## src/rtl/ring_fair_resource_arbiter_defines.svh

```systemverilog
// ---------------------------------------------------------------------------
// Ring fair resource arbiter: assertion macros
// Clocked assertion wrappers, compiled out when SYNTH is defined.
// ---------------------------------------------------------------------------
`ifndef RING_FAIR_RESOURCE_ARBITER_DEFINES_SVH
`define RING_FAIR_RESOURCE_ARBITER_DEFINES_SVH

`ifndef SYNTH
// Generic clocked assertion with explicit clock and active-low reset
`define RFRA_ASSERT_CLK(label, clk, rstn, prop, msg) \
  label: assert property (@(posedge clk) disable iff (!rstn) prop) else $error(msg);
// Assertion on the block clock and reset
`define RFRA_ASSERT(label, prop, msg) \
  `RFRA_ASSERT_CLK(label, clk_i, rst_ni, prop, msg)
`else
`define RFRA_ASSERT_CLK(label, clk, rstn, prop, msg)
`define RFRA_ASSERT(label, prop, msg)
`endif

`endif

```

## src/rtl/rfra_pkg.sv

```systemverilog
// ---------------------------------------------------------------------------
// rfra_pkg
// Types and constants shared by the seat cells and the sequencer.
// ---------------------------------------------------------------------------
`default_nettype none

package rfra_pkg;

  localparam int MAX_SEATS  = 8;
  localparam int COUNT_BITS = 16;
  localparam int MIN_SEATS  = 3;

  localparam int SEAT_W  = $clog2(MAX_SEATS);
  localparam int RING_W  = $clog2(MAX_SEATS + 1);
  localparam int MASK_W  = 8;
  localparam int IN_TDATA_W = ((SEAT_W + 7) / 8) * 8;

  localparam logic [COUNT_BITS-1:0] COUNT_MAX = '1;

  // Configuration port
  localparam int CFG_ADDR_W = 3;
  localparam int CFG_DATA_W = 32;
  localparam int CFG_FIELD_W = 4;
  localparam logic [0:0] REG_ACTIVE_SEATS = 1'b0;

  typedef enum logic [1:0] {
    SEAT_THINK  = 2'd0,
    SEAT_HUNGRY = 2'd1,
    SEAT_EAT    = 2'd2
  } seat_st_e;

  typedef enum logic {
    CMD_REQUEST = 1'b0,
    CMD_RELEASE = 1'b1
  } cmd_e;

  typedef enum logic [1:0] {
    OP_NONE    = 2'd0,
    OP_REQUEST = 2'd1,
    OP_RELEASE = 2'd2,
    OP_RECHECK = 2'd3
  } cell_op_e;

  typedef enum logic [2:0] {
    FSM_IDLE  = 3'd0,
    FSM_EXEC  = 3'd1,
    FSM_LEFT  = 3'd2,
    FSM_RIGHT = 3'd3,
    FSM_DONE  = 3'd4
  } fsm_e;

  // Command broadcast along the row of cells
  typedef struct packed {
    cell_op_e          op;
    logic [SEAT_W-1:0] seat;
  } cell_cmd_t;

  // What a cell shows its neighbors
  typedef struct packed {
    seat_st_e              state;
    logic [COUNT_BITS-1:0] count;
  } seat_view_t;

  // Per-cell outcome of the current command
  typedef struct packed {
    logic grant;
    logic err;
  } cell_rsp_t;

endpackage

`default_nettype wire

```

## src/rtl/rfra_cell.sv

```systemverilog
// ---------------------------------------------------------------------------
// rfra_cell
// One seat: holds its state and meal count, checks its two neighbors.
// ---------------------------------------------------------------------------
`default_nettype none

module rfra_cell (
  input  wire logic                       clk_i,
  input  wire logic                       rst_ni,
  input  wire logic [rfra_pkg::SEAT_W-1:0] my_index_i,
  input  wire rfra_pkg::cell_cmd_t         cmd_i,
  input  wire rfra_pkg::seat_view_t        left_i,
  input  wire rfra_pkg::seat_view_t        right_i,
  output rfra_pkg::seat_view_t             view_o,
  output rfra_pkg::cell_rsp_t              rsp_o
);
  import rfra_pkg::*;

  seat_st_e              state_q, state_d;
  logic [COUNT_BITS-1:0] count_q, count_d;
  logic                  hit;
  logic                  may_eat;
  logic [COUNT_BITS-1:0] count_inc;

  assign hit = (cmd_i.op != OP_NONE) && (cmd_i.seat == my_index_i);

  // Blocked by an eating neighbor or a hungrier (fewer meals) neighbor
  assign may_eat = (left_i.state != SEAT_EAT) && (right_i.state != SEAT_EAT) &&
                   !((left_i.state == SEAT_HUNGRY) && (left_i.count < count_q)) &&
                   !((right_i.state == SEAT_HUNGRY) && (right_i.count < count_q));

  assign count_inc = (count_q == COUNT_MAX) ? count_q : count_q + 1'b1;

  always_comb begin
    state_d     = state_q;
    count_d     = count_q;
    rsp_o.grant = 1'b0;
    rsp_o.err   = 1'b0;
    if (hit) begin
      case (cmd_i.op)
        OP_REQUEST: begin
          if (state_q != SEAT_THINK) begin
            rsp_o.err = 1'b1;
          end else if (may_eat) begin
            state_d     = SEAT_EAT;
            count_d     = count_inc;
            rsp_o.grant = 1'b1;
          end else begin
            state_d = SEAT_HUNGRY;
          end
        end
        OP_RELEASE: begin
          if (state_q != SEAT_EAT) begin
            rsp_o.err = 1'b1;
          end else begin
            state_d = SEAT_THINK;
          end
        end
        OP_RECHECK: begin
          if ((state_q == SEAT_HUNGRY) && may_eat) begin
            state_d     = SEAT_EAT;
            count_d     = count_inc;
            rsp_o.grant = 1'b1;
          end
        end
        default: begin
          state_d = state_q;
        end
      endcase
    end
  end

  always_ff @(posedge clk_i or negedge rst_ni) begin
    if (!rst_ni) begin
      state_q <= SEAT_THINK;
      count_q <= '0;
    end else begin
      state_q <= state_d;
      count_q <= count_d;
    end
  end

  assign view_o.state = state_q;
  assign view_o.count = count_q;

endmodule

`default_nettype wire

```

## src/rtl/ring_fair_resource_arbiter.sv

```systemverilog
// Sequencing: a request or a rejected item passes through the own update and
// the result load; a release passes through the own update, left recheck,
// right recheck and result load.
// Throughput: one item at a time; the sequencer stepping through the ring of
// seat cells sets the rate, which slows further while a held result waits on
// m_axis_tready.
// Reset: rst_ni is asynchronous; all seats think, counts clear, ring size 3.
// ---------------------------------------------------------------------------
// ring_fair_resource_arbiter
// Ring of seat cells sharing resources with their neighbors. A sequencer
// feeds each event to the cells and collects the grant mask and error flag.
// ---------------------------------------------------------------------------
`default_nettype none
`include "ring_fair_resource_arbiter_defines.svh"

module ring_fair_resource_arbiter (
  input  wire logic                            clk_i,
  input  wire logic                            rst_ni,
  // Input items
  input  wire logic                            s_axis_tvalid,
  output logic                                 s_axis_tready,
  // seat_index[SEAT_W-1:0], zero padded
  input  wire logic [rfra_pkg::IN_TDATA_W-1:0] s_axis_tdata,
  // command[0]
  input  wire logic                            s_axis_tuser,
  // Result items
  output logic                                 m_axis_tvalid,
  input  wire logic                            m_axis_tready,
  // granted_mask[7:0]
  output logic [rfra_pkg::MASK_W-1:0]          m_axis_tdata,
  // error[0]
  output logic                                 m_axis_tuser,
  // Configuration
  input  wire logic                            psel,
  input  wire logic                            penable,
  input  wire logic                            pwrite,
  input  wire logic [rfra_pkg::CFG_ADDR_W-1:0] paddr,
  input  wire logic [rfra_pkg::CFG_DATA_W-1:0] pwdata,
  output logic [rfra_pkg::CFG_DATA_W-1:0]      prdata,
  output logic                                 pready
);
  import rfra_pkg::*;

  // ---- Configuration register ---------------------------------------------
  logic [RING_W-1:0]      active_q, active_d;
  logic                   cfg_wr;
  logic                   cfg_sel_active;
  logic [CFG_FIELD_W-1:0] cfg_val;

  assign pready         = 1'b1;
  assign cfg_sel_active = (paddr[2] == REG_ACTIVE_SEATS);
  assign cfg_wr         = psel && penable && pwrite && pready;
  assign cfg_val        = pwdata[CFG_FIELD_W-1:0];

  // Clamp the ring size into its legal range
  always_comb begin
    active_d = active_q;
    if (cfg_wr && cfg_sel_active) begin
      if (cfg_val < CFG_FIELD_W'(MIN_SEATS)) begin
        active_d = RING_W'(MIN_SEATS);
      end else if (cfg_val > CFG_FIELD_W'(MAX_SEATS)) begin
        active_d = RING_W'(MAX_SEATS);
      end else begin
        active_d = RING_W'(cfg_val);
      end
    end
  end

  assign prdata = cfg_sel_active ? CFG_DATA_W'(active_q) : '0;

  // ---- Seat cells -----------------------------------------------------------
  cell_cmd_t                 cell_cmd;
  seat_view_t [MAX_SEATS-1:0] view;
  seat_view_t [MAX_SEATS-1:0] left_view;
  seat_view_t [MAX_SEATS-1:0] right_view;
  cell_rsp_t  [MAX_SEATS-1:0] rsp;
  logic       [MAX_SEATS-1:0] grant_vec;
  logic       [MAX_SEATS-1:0] err_vec;
  logic [SEAT_W-1:0]          last_seat;

  // Seat at the wrap point of the ring
  assign last_seat = SEAT_W'(active_q - 1'b1);

  for (genvar i = 0; i < MAX_SEATS; i++) begin : g_cell
    // Close the ring at the active size; seats beyond it are left out
    if (i == 0) begin : g_first
      assign left_view[i] = view[last_seat];
    end else begin : g_mid
      assign left_view[i] = view[i-1];
    end
    assign right_view[i] = (RING_W'(i + 1) == active_q) ? view[0]
                                                         : view[(i + 1) % MAX_SEATS];

    rfra_cell u_cell (
      .clk_i      (clk_i),
      .rst_ni     (rst_ni),
      .my_index_i (SEAT_W'(i)),
      .cmd_i      (cell_cmd),
      .left_i     (left_view[i]),
      .right_i    (right_view[i]),
      .view_o     (view[i]),
      .rsp_o      (rsp[i])
    );

    assign grant_vec[i] = rsp[i].grant;
    assign err_vec[i]   = rsp[i].err;
  end

  // ---- Sequencer ------------------------------------------------------------
  fsm_e              state_q, state_d;
  cmd_e              cmd_q;
  logic [SEAT_W-1:0] seat_q;
  logic [MASK_W-1:0] mask_q, mask_d;
  logic              err_q, err_d;
  logic              range_err;
  logic [SEAT_W-1:0] left_seat;
  logic [SEAT_W-1:0] right_seat;
  logic              in_accept;
  logic              out_load;
  logic [MASK_W-1:0] grant_mask;

  logic              m_valid_q, m_valid_d;
  logic [MASK_W-1:0] m_mask_q;
  logic              m_err_q;

  assign in_accept = s_axis_tvalid && s_axis_tready;
  assign range_err = (RING_W'(seat_q) >= active_q);
  assign left_seat  = (seat_q == '0) ? last_seat : seat_q - 1'b1;
  assign right_seat = ((RING_W'(seat_q) + 1'b1) == active_q) ? '0 : seat_q + 1'b1;

  // Seats above the result width are dropped from the mask
  always_comb begin
    grant_mask = '0;
    for (int j = 0; j < MASK_W; j++) begin
      if (j < MAX_SEATS) begin
        grant_mask[j] = grant_vec[j];
      end
    end
  end

  // Next state
  always_comb begin
    state_d = state_q;
    case (state_q)
      FSM_IDLE: begin
        if (in_accept) begin
          state_d = FSM_EXEC;
        end
      end
      FSM_EXEC: begin
        if (range_err || (cmd_q == CMD_REQUEST) || (|err_vec)) begin
          state_d = FSM_DONE;
        end else begin
          state_d = FSM_LEFT;
        end
      end
      FSM_LEFT: begin
        state_d = FSM_RIGHT;
      end
      FSM_RIGHT: begin
        state_d = FSM_DONE;
      end
      FSM_DONE: begin
        if (out_load) begin
          state_d = FSM_IDLE;
        end
      end
      default: begin
        state_d = FSM_IDLE;
      end
    endcase
  end

  // Outputs of the sequencer: cell command, accumulators, result register
  always_comb begin
    s_axis_tready = 1'b0;
    cell_cmd.op   = OP_NONE;
    cell_cmd.seat = seat_q;
    mask_d        = mask_q;
    err_d         = err_q;
    out_load      = 1'b0;
    case (state_q)
      FSM_IDLE: begin
        s_axis_tready = 1'b1;
        mask_d        = '0;
        err_d         = 1'b0;
      end
      FSM_EXEC: begin
        if (range_err) begin
          err_d = 1'b1;
        end else begin
          cell_cmd.op = (cmd_q == CMD_REQUEST) ? OP_REQUEST : OP_RELEASE;
          mask_d      = mask_q | grant_mask;
          err_d       = err_q | (|err_vec);
        end
      end
      FSM_LEFT: begin
        cell_cmd.op   = OP_RECHECK;
        cell_cmd.seat = left_seat;
        mask_d        = mask_q | grant_mask;
      end
      FSM_RIGHT: begin
        cell_cmd.op   = OP_RECHECK;
        cell_cmd.seat = right_seat;
        mask_d        = mask_q | grant_mask;
      end
      FSM_DONE: begin
        out_load = !m_valid_q || m_axis_tready;
      end
      default: begin
        s_axis_tready = 1'b0;
      end
    endcase
  end

  // Hold the result until taken; reload when free or being drained
  always_comb begin
    m_valid_d = m_valid_q;
    if (out_load) begin
      m_valid_d = 1'b1;
    end else if (m_axis_tready) begin
      m_valid_d = 1'b0;
    end
  end

  always_ff @(posedge clk_i or negedge rst_ni) begin
    if (!rst_ni) begin
      state_q   <= FSM_IDLE;
      active_q  <= RING_W'(MIN_SEATS);
      m_valid_q <= 1'b0;
    end else begin
      state_q   <= state_d;
      active_q  <= active_d;
      m_valid_q <= m_valid_d;
    end
  end

  // Payload registers
  always_ff @(posedge clk_i) begin
    mask_q <= mask_d;
    err_q  <= err_d;
    if (in_accept) begin
      cmd_q  <= cmd_e'(s_axis_tuser);
      seat_q <= s_axis_tdata[SEAT_W-1:0];
    end
    if (out_load) begin
      m_mask_q <= mask_q;
      m_err_q  <= err_q;
    end
  end

  assign m_axis_tvalid = m_valid_q;
  assign m_axis_tdata  = m_mask_q;
  assign m_axis_tuser  = m_err_q;

  // ---- Assertions -----------------------------------------------------------
  `RFRA_ASSERT(a_one_grant_per_step, $onehot0(grant_vec), "more than one seat granted in a step")
  `RFRA_ASSERT(a_err_no_grant, (m_axis_tvalid && m_axis_tuser) |-> (m_axis_tdata == '0), "rejected item carries grants")
  `RFRA_ASSERT(a_left_after_release, (state_q == FSM_LEFT) |-> ($past(state_q) == FSM_EXEC && cmd_q == CMD_RELEASE), "recheck without a release")
  `RFRA_ASSERT(a_grant_in_ring, m_axis_tvalid |-> ((m_axis_tdata >> active_q) == '0), "grant outside the active ring")

endmodule

`default_nettype wire

```

## config.mk

```make
export PLATFORM = sky130hd
export DESIGN_NAME = ring_fair_resource_arbiter
export DESIGN_NICKNAME = d
export VERILOG_FILES = /design/src/rtl/rfra_pkg.sv /design/src/rtl/rfra_cell.sv /design/src/rtl/ring_fair_resource_arbiter.sv
export VERILOG_INCLUDE_DIRS = /design/src /design/src/rtl
export SDC_FILE = /design/constraint.sdc
export NUM_CORES = 1
export LEC_CHECK = 0
export CAP_MARGIN = 25
export CORE_AREA = 2 2 197 199
export CTS_BUF_LIST = sky130_fd_sc_hd__clkbuf_4 sky130_fd_sc_hd__clkbuf_8
export CTS_CLUSTER_SIZE = 20
export DETAILED_ROUTE_END_ITERATION = 10
export DIE_AREA = 0 0 199 201
export DONT_BUFFER_PORTS = 1
export GPL_TIMING_DRIVEN = 0
export PLACE_DENSITY_LB_ADDON = 0.15
export SKIP_LAST_GASP = 1
export SLEW_MARGIN = 40
export SYNTH_ARGS = -nofsm -noshare
export SYNTH_HDL_FRONTEND = slang
export SYNTH_SLANG_ARGS = --single-unit
```

## constraint.sdc

```tcl
create_clock -name clk_i -period 10.2 [get_ports clk_i]
set_clock_uncertainty 0.1 [all_clocks]
set_input_delay 2.04 -clock clk_i [delete_from_list [all_inputs] [get_ports clk_i]]
set_output_delay 2.04 -clock clk_i [all_outputs]
set_load 0.02 [all_outputs]
```

* Word level (Yosys, flattened, before mapping) *
Cells that the tools add are included.

operators by class
  add/subtract/negate cells = 12
  magnitude comparators = 20
  equal/unequal tests = 97
  mux-type cells = 174
  bitwise operators = 4
  reduce and logical (&&, ||, !) cells = 117

operators by type and width
  cell                     number
  $mux W16                 32
  $lt A16 B16 Y1           16
  $pmux W16 S2             8
  $mux W18                 8
  $add A16 B1 Y16 const B  8
  $eq A16 B16 Y1 const B   8
  $mux W2                  42
  $reduce_and A5 Y1        16
  $ne A2 B2 Y1 const B     35
  $logic_and A1 B1 Y1      60
  $bmux W18 S3             1
  $pmux W2 S3              8
  $mux W1                  45
  $eq A2 B1 Y1 const B     17
  $pmux W1 S2              17
  $ne A2 B1 Y1 const B     16
  $pmux W8 S3              1
  $reduce_bool A2 Y1       12
  $logic_not A1 Y1         17
  $eq A3 B4 Y1 const A     4
  $eq A3 B3 Y1 const B     5
  $mux W3                  5
  $pmux W3 S5              1
  $eq A3 B2 Y1 const B     4
  other kinds (25)         38

word-level totals
  register bits after elaboration = 174
  input port bits = 51
  output and inout port bits = 44
  logic and storage cells = 449

* Longest topological paths before layout *
Gate-level depths: netlist (run 1).

  depth after elaboration = 16
  mapped depth = 20
  mapped depth without buffers = 18

* Cells and area by module *
Synthesis (run 1) repeated with hierarchy kept, for this count alone.

second synthesis, totals
  cell total of the unflattened synthesis = 2053
  area, all modules = 19113.3 um^2

modules (own cells, without submodules)
  module                             instances  cells an instance  area each (um^2)  sequential area each (um^2)
  rfra_cell at g_cell[0].u_cell ...  7          211                1851.8            450.4
  ring_fair_resource_arbiter         1          377                4376.7            863.3
  rfra_cell at g_cell[7].u_cell      1          199                1774.2            450.4

* Worst setup path after synthesis (run 1) *
OpenSTA, ideal clock, no wires.

  kind = reg-to-reg
  from = register active_q[0]
  to = register g_cell[0].u_cell.count_q[14]
  data arrival time = 5.330 ns
  required time = 9.975 ns
  path slack = 4.645 ns
  cell stages (with the launch flop) = 20
  path buffers = 4
  period minus slack after synthesis = 5.555 ns
  path through = dfstp_2 > clkbuf_1 > clkinv_1 > ha_1 > buf_1 > buf_1 > clkbuf_1 > mux4_2 > nand2_1 > o21ai_0 > ha_1 > a21o_1 > a21o_1 > a211o_1 > a211oi_1 > a31oi_1 > a31oi_1 > nor2_4 > and4_1 > xnor2_1

on the way
  cells in the longest elaborated chain, start to end = 11
  elaborated cells between the ends (all ways) = 37
  those cells by class = 1 x add/sub; 3 x order compare; 11 x eq/ne; 9 x mux; 13 x reduce/logical

ends and longest elaborated chain
  what                                                   RTL line                           source
  from (decl)                                            ring_fair_resource_arbiter.sv:45   logic [RING_W-1:0] active_q, active_d;
  from (signal assigned)                                 ring_fair_resource_arbiter.sv:229  active_q <= RING_W'(MIN_SEATS);
  from (signal assigned)                                 ring_fair_resource_arbiter.sv:233  active_q <= active_d;
  $sub A3 B1 Y3                                          ring_fair_resource_arbiter.sv:82   assign last_seat = SEAT_W'(active_q - 1'b1);
  $bmux W18 S3                                           ring_fair_resource_arbiter.sv:87   assign left_view[i] = view[last_seat];
  $mux W18 (not written as such)                         ring_fair_resource_arbiter.sv:87
  $lt A16 B16 Y1 / $eq A2 B1 Y1 (equally long branches)  rfra_cell.sv:29                    !((left_i.state == SEAT_HUNGRY) && (left_i.count < count_q)) &&
  $logic_and A1 B1 Y1                                    rfra_cell.sv:29
  $logic_not A1 Y1                                       rfra_cell.sv:29
  $logic_and A1 B1 Y1                                    rfra_cell.sv:28                    assign may_eat = (left_i.state != SEAT_EAT) && (right_i.state != SEAT_EAT) &&
  $logic_and A1 B1 Y1                                    rfra_cell.sv:29
  $logic_and A1 B1 Y1                                    rfra_cell.sv:60                    if ((state_q == SEAT_HUNGRY) && may_eat) begin
  $ne A2 B1 Y1 (no line)                                 --
  $reduce_and A5 Y1 (no line)                            --
  to (signal assigned)                                   rfra_cell.sv:79                    count_q <= count_d;
  to (decl)                                              rfra_cell.sv:20                    logic [COUNT_BITS-1:0] count_q, count_d;

Several ways; a longest one is shown, not always the timed one. The select of a mux whose other input is x is not followed.
A chain may end at the register's enable or synchronous reset.

* Worst setup path after layout (run 1) *
  from = register active_q[0]
  to = register g_cell[0].u_cell.count_q[10]

The elaborated chain is that of the path after synthesis.

==> impl_metrics.json, run 1 <==
{
  "status": "finished, final reports clean",
  "avgRoutedWirePerCell_um": 24.9,
  "drc": 0,
  "synthMostInstantiatedCell": "ha_1",
  "numCtsBuffers": 17,
  "synth_top_cell_by_area": "dfrtp_1",
  "syn_inst": 2016,
  "cts_sinks": 174,
  "setup_tns_ns": 0,
  "clockRootBuffer": "clkbuf_8",
  "tritoncts": "done",
  "required_ns": 10.55,
  "ys_top_cells_by_count": "262 x ha_1, 230 x nand2_1, 185 x o21ai_0",
  "endpoint_kind": "flip-flop",
  "htree_levels": 4,
  "synth_cell_types": 84,
  "vias": 16200,
  "grt_max_degree": 153,
  "ctsHoldBuffers": 0,
  "ys_seq_area_share_pct": 25.9,
  "nets": 2375,
  "via_per_inst": 6.25,
  "place_ws_ns": 3.57,
  "synth_top_area_share_pct": 21.8,
  "cts_resized": 0,
  "syn2layout_area_growth_pct": 7.16,
  "netlist_area_um2": 17200,
  "synth_async_sr_flop_share_pct": 87.4,
  "initial_utilization_pct": 45.2,
  "min_path_type": "flip-flop to flip-flop",
  "dp_hpwl_um": 50500,
  "worstSetupStartpointType": "flip-flop",
  "criticalPathCategory": "flip-flop to flip-flop",
  "io_pins": 95,
  "crit_family": "buffers and inverters",
  "n_fill_cell": 3809,
  "die_w_um": 199,
  "antenna_found_initial": 0,
  "finalWirelength_um": 64600,
  "firstDrtPassIters": 6,
  "worst_pin_slew_ns": 0.955,
  "cp_slowest_stage_delay_ns": 0.61,
  "grt_pass1_vias": 15600,
  "power.share.clock_pct": 18.9,
  "finalCriticalPeriod_ns": 6.72,
  "power_frac_seq_pct": 34.0,
  "post_cts_buffers": 0,
  "p_per_area_nw_per_um2": 153,
  "cts_buffer_depth": 2,
  "maxCapViolations": 0,
  "grt-ovfl-total": 0,
  "synth_edf_count": 22,
  "fp-row-count": 72,
  "post-route-util_pct": 48.4,
  "drive_above_1_share_pct": 7.08,
  "avgSynthCellArea_um2": 8.54,
  "ys_ff_latch": 174,
  "dp_cells": 2561,
  "clkTransAtPathRegs_ns": 0.11,
  "crit_fanout": 10,
  "swShare_pct": 47.5,
  "internal-power_uw": 1480,
  "track_usage_pct": 33.0,
  "clk_latency_ns": 0.58,
  "hold_slack_ns": 0.379,
  "slew_headroom_pct": 35.5,
  "power_frac_comb_pct": 47.1,
  "core_um2": 38100,
  "dieArea_um2": 40000,
  "switching_power_uw": 1340,
  "slew_viol_final": 0,
  "ys_top_cells_by_area": "dfrtp_1 22%, ha_1 19%, xnor2_1 5.8%",
  "critPathArrivalTime_ns": 7.06,
  "grt_pass1_wl_um": 97700,
  "first_iter_violations": 1409,
  "setup_viol": 0,
  "layout.cells.non_filler": 2595,
  "port-buffer-count": 0,
  "grt_setup_unrepaired": "no",
  "finalHoldViolations": 0,
  "cp_cell_sequence": "clkbuf_2 > clkinv_1 > ha_1 > buf_2 > buf_2 > clkbuf_1 > mux4_2 > nand2_1 > o21ai_0 > ha_1 > nand4_1 > nor4_1 > a21boi_0 > a211oi_1 > a31oi_1 > a31oi_1 > nor2_4 > buf_6 > nand4_1 > xnor2_1",
  "path_buf_inv": 6,
  "place_congestion": 1.02,
  "r2r_slack_ns": 3.48,
  "yosys_most_used_dff": "dfrtp_1",
  "dieHeight_um": 201,
  "period_share_pct": 65.8,
  "power_leakage_uw": 0.00765,
  "critPathSlowestCell": "ha_1",
  "max_freq_mhz": 149,
  "antenna_left": 0,
  "synth_warnings": 0,
  "setup_ws_ns": 3.48,
  "peakVddDrop_mv": 0.0972
}
-- layer usage --
metal / wire length (um) / vias to the layer above / global-route usage (%)
met5: 0 / - / 0
met4: 3380 / 0 / 16.3
met3: 4830 / 173 / 6.96
met2: 28600 / 696 / 50.5
met1: 27800 / 7937 / 44.1
li1: - / 7401 / -
-- per-stage QoR --
step                      area, um^2  power [uW]
final                          18500        2820
after global routing           18400        2960
after CTS                      18400        2790
after detailed placement       18000        2250
after global placement         18000        2220
after floorplan                17300        1790
-- worst paths after layout --
check	from	to	depth (start not counted)
worst max-delay path	active_q[0]$_DFFE_PN1P_	g_cell[0].u_cell.count_q[10]$_DFFE_PN0P_	20
worst min-delay path	mask_q[1]$_SDFFCE_PN0P_	m_axis_tdata[1]$_DFFE_PP_	0
worst max register to register	active_q[0]$_DFFE_PN1P_	g_cell[0].u_cell.count_q[10]$_DFFE_PN0P_	20
worst min register to register	mask_q[1]$_SDFFCE_PN0P_	m_axis_tdata[1]$_DFFE_PP_	0
max in group asynchronous	rst_ni	active_q[1]$_DFFE_PN1P_	0
min in group asynchronous	rst_ni	g_cell[3].u_cell.count_q[5]$_DFFE_PN0P_	0
-- cells in the final DEF (no fill, tap or decap), types with 22 or more instances in the layout --
cell        n
inv_1     153
nand3_1    43
nand4_1    62
dfrtp_1   150
buf_4      30
clkbuf_1   64
nand2_1   230
nand2b_1   24
a21oi_1    77
edfxtp_1   22
conb_1     29
nor3_1     54
nor4_1     35
nor2_1    103
mux4_2     35
xnor2_1   114
a211oi_1   22
a21o_1     45
o21ai_0   185
ha_1      262
-- power by group through the flow --
stage	clock network [uW]	registers, uW	logic [uW]
floorplan	0	897	898
global placement	0	965	1260
detailed placement	0	967	1280
CTS	542	952	1290
global route	570	965	1430
finish	532	959	1330
-- flip-flops by register name, summed over array words and instances, names as in the netlist --
name / flops
err_q: 1
m_axis_tvalid: 1
state_q: 3
cmd_q: 1
g_cell.u_cell.state_q: 16
g_cell.u_cell.count_q: 128
active_q: 4
m_axis_tuser: 1
seat_q: 3
mask_q: 8
m_axis_tdata: 8
-- logic make-up after synthesis --
family / share of synthesized area, %
compound gates: 17.9
xor+xnor: 6.00
fa+ha+maj: 19.0
buf+inv: 6.40
flops: 25.9
mux: 5.73
other cells: 0.0436
simple gates: 18.9
-- worst reg2reg max path: stages (launching register included) --
cell and delay, ns:
dfstp_2 0.57, clkbuf_2 0.38, clkinv_1 0.52, ha_1 0.61, buf_2 0.41, buf_2 0.43
clkbuf_1 0.55, mux4_2 0.42, nand2_1 0.09, o21ai_0 0.10, ha_1 0.33, nand4_1 0.07
nor4_1 0.32, a21boi_0 0.30, a211oi_1 0.12, a31oi_1 0.32, a31oi_1 0.25, nor2_4 0.24
buf_6 0.16, nand4_1 0.14, xnor2_1 0.18
-- area by class of cell --
cell class	count	area (um^2)	area share, %
tap	518	648	3.51
clock inverter	15	173	0.936
inverter	155	582	3.15
antenna	2	5.00	0.0271
sequential	174	4470	24.2
buffer	106	529	2.87
clock buffer	17	234	1.27
multi-input combinational	1608	11800	64.0
(Power assumes the default switching activity.)
==> run 2: changes to the inputs <==
- clock period: 10.2 -> 6.05 ns (I/O delays scaled with it)
==> run 2 against run 1 <==
  * First-iteration DRC count shrank 2.3%
  * Power is 69% higher
  * Count of clock-buffer cells in the layout unchanged
  * Utilization about the same
  * Sequential cell count stayed put
  * Routed wire length up 0.17%
  * Global-route usage unchanged
  * Cell count about the same
  * Hold slack worse by 0.14 ns
  * Sequential power rose by 69%
  * Largest power group unchanged
  * Highest routed layer unchanged
==> impl_metrics.json, run 2 (synthesis gave the netlist of run 1 again) <==
{
  "worstSetupStartpointType": "flip-flop",
  "dieHeight_um": 201,
  "rr_worst_depth": 20,
  "timing.rr.end": "g_cell[0].u_cell.count_q[10]$_DFFE_PN0P_",
  "clkTransAtPathRegs_ns": 0.12,
  "antenna_found_initial": 0,
  "regToRegStartpoint": "active_q[0]$_DFFE_PN1P_",
  "cts_sinks": 174,
  "initial_utilization_pct": 45.2,
  "criticalPathCategory": "flip-flop to flip-flop",
  "place_congestion": 1.02,
  "grt-ovfl-total": 0,
  "firstDrtPassIters": 6,
  "antenna_left": 0,
  "post_cts_buffers": 0,
  "grt_pass1_vias": 15600,
  "grt_pass1_wl_um": 97700,
  "status": "finished, final reports clean",
  "fin_area_um2": 18500,
  "io_pins": 95,
  "numCtsBuffers": 17,
  "dp_hpwl_um": 50500,
  "reg_top3": "g_cell.u_cell.count_q x128, g_cell.u_cell.state_q x16",
  "top_register": "g_cell.u_cell.count_q",
  "slew_viol_final": 0,
  "peakVddDrop_mv": 0.165,
  "critPathSlowestCell": "dfstp_2",
  "min_path_type": "input port to asynchronous set/reset pin",
  "finalWirelength_um": 64700,
  "period_share_pct": 94.4,
  "nets": 2375,
  "required_ns": 6.39,
  "endpoint_kind": "flip-flop",
  "crit_family": "buffers and inverters",
  "clockRootBuffer": "clkbuf_8",
  "cts_buffer_depth": 2,
  "maxCapViolations": 0,
  "finalHoldViolations": 0,
  "critPathArrivalTime_ns": 6.05,
  "first_iter_violations": 1376,
  "core_um2": 38100,
  "grt_setup_unrepaired": "no",
  "avgRoutedWirePerCell_um": 24.9,
  "htree_levels": 4,
  "fp-row-count": 72,
  "p_per_area_nw_per_um2": 258,
  "finalPower_uw": 4760,
  "tritoncts": "done",
  "finalCriticalPeriod_ns": 5.71,
  "place_area_um2": 18000,
  "place_ws_ns": -0.584,
  "largest_reg_flops": 128,
  "grt_max_degree": 153,
  "power_leakage_uw": 0.00766,
  "worst_pin_slew_ns": 0.943,
  "dieArea_um2": 40000,
  "cp_slowest_stage_delay_ns": 0.58,
  "port-buffer-count": 0,
  "drive_above_1_share_pct": 7.23,
  "setup_ws_ns": 0.341,
  "crit_cells": 20,
  "track_usage_pct": 33.0,
  "via_per_inst": 6.25,
  "final_common_cell": "ha_1",
  "mostFrequentLayoutCells": "262 x ha_1, 230 x nand2_1, 185 x o21ai_0",
  "die_w_um": 199,
  "slew_headroom_pct": 36.3,
  "r2r_slack_ns": 0.34,
  "vias": 16200,
  "crit_fanout": 10,
  "setup_viol": 0,
  "cp_cell_sequence": "clkbuf_4 > inv_4 > ha_1 > clkbuf_4 > buf_4 > clkbuf_2 > mux4_2 > nand2_1 > o21ai_0 > ha_1 > nand4_1 > nor4_1 > a21boi_0 > a211oi_1 > a31oi_1 > a31oi_1 > nor2_4 > buf_6 > nand4_1 > xnor2_1",
  "clk_latency_ns": 0.57,
  "path_buf_inv": 6,
  "max_freq_mhz": 175,
  "drc": 0,
  "syn2layout_area_growth_pct": 7.21
}
## run 2: layout make-up
type | count | area, um^2
Fill cell | 3805 | 19600
Multi-Input combinational cell | 1608 | 11800
Sequential cell | 174 | 4470
Tap cell | 518 | 648
Inverter | 155 | 584
Buffer | 106 | 539
Clock buffer | 17 | 234
Clock inverter | 15 | 173
Antenna cell | 1 | 2.50
## run 2: timing repair
action / in CTS / in global routing
hold buffers: 0 / 0
setup endpoints to repair: 26 / 38
pin swaps: 0 / 0
resized for setup: 4 / 4
## run 2: how the worst max path moves through the flow
stage / from / end / slack [ns]
CTS: active_q[0]$_DFFE_PN1P_ / g_cell[0].u_cell.count_q[10]$_DFFE_PN0P_ / 0.001
detailed placement: active_q[0]$_DFFE_PN1P_ / g_cell[0].u_cell.count_q[10]$_DFFE_PN0P_ / -0.58
global route: active_q[0]$_DFFE_PN1P_ / g_cell[0].u_cell.count_q[10]$_DFFE_PN0P_ / 0.06
finish: active_q[0]$_DFFE_PN1P_ / g_cell[0].u_cell.count_q[10]$_DFFE_PN0P_ / 0.34
global placement: active_q[0]$_DFFE_PN1P_ / g_cell[0].u_cell.count_q[12]$_DFFE_PN0P_ / -1.75
floorplan: active_q[0]$_DFFE_PN1P_ / g_cell[0].u_cell.count_q[14]$_DFFE_PN0P_ / 0.50
## run 2: through the flow
step           hold WS, ns  util, %  instances  TNS, ns
2_1_floorplan        0.326        -       2043        0
3_3_place_gp         0.341     47.2       2561   -48.82
3_5_place_dp         0.350     47.3       2561    -8.36
4_1_cts              0.213     48.4       2593        0
5_1_grt              0.211     48.4       2593        0
6_report             0.235     48.5       2594        0
## run 2: where the power goes
| part | switching (uW) | internal (uW) | total [uW] | leakage, uW |
|---|---|---|---|---|
| sequential | 263 | 1350 | 1620 | 0.00230 |
| clock | 549 | 348 | 898 | 0.000202 |
| combinational | 1450 | 801 | 2250 | 0.00515 |
## run 2: metal layers
layer | vias up | wire (um) | global-route usage [%]
li1 | 7388 | - | -
met3 | 178 | 5190 | 6.96
met4 | 0 | 3300 | 16.3
met5 | - | 0 | 0
met2 | 683 | 28600 | 50.5
met1 | 7976 | 27600 | 44.1
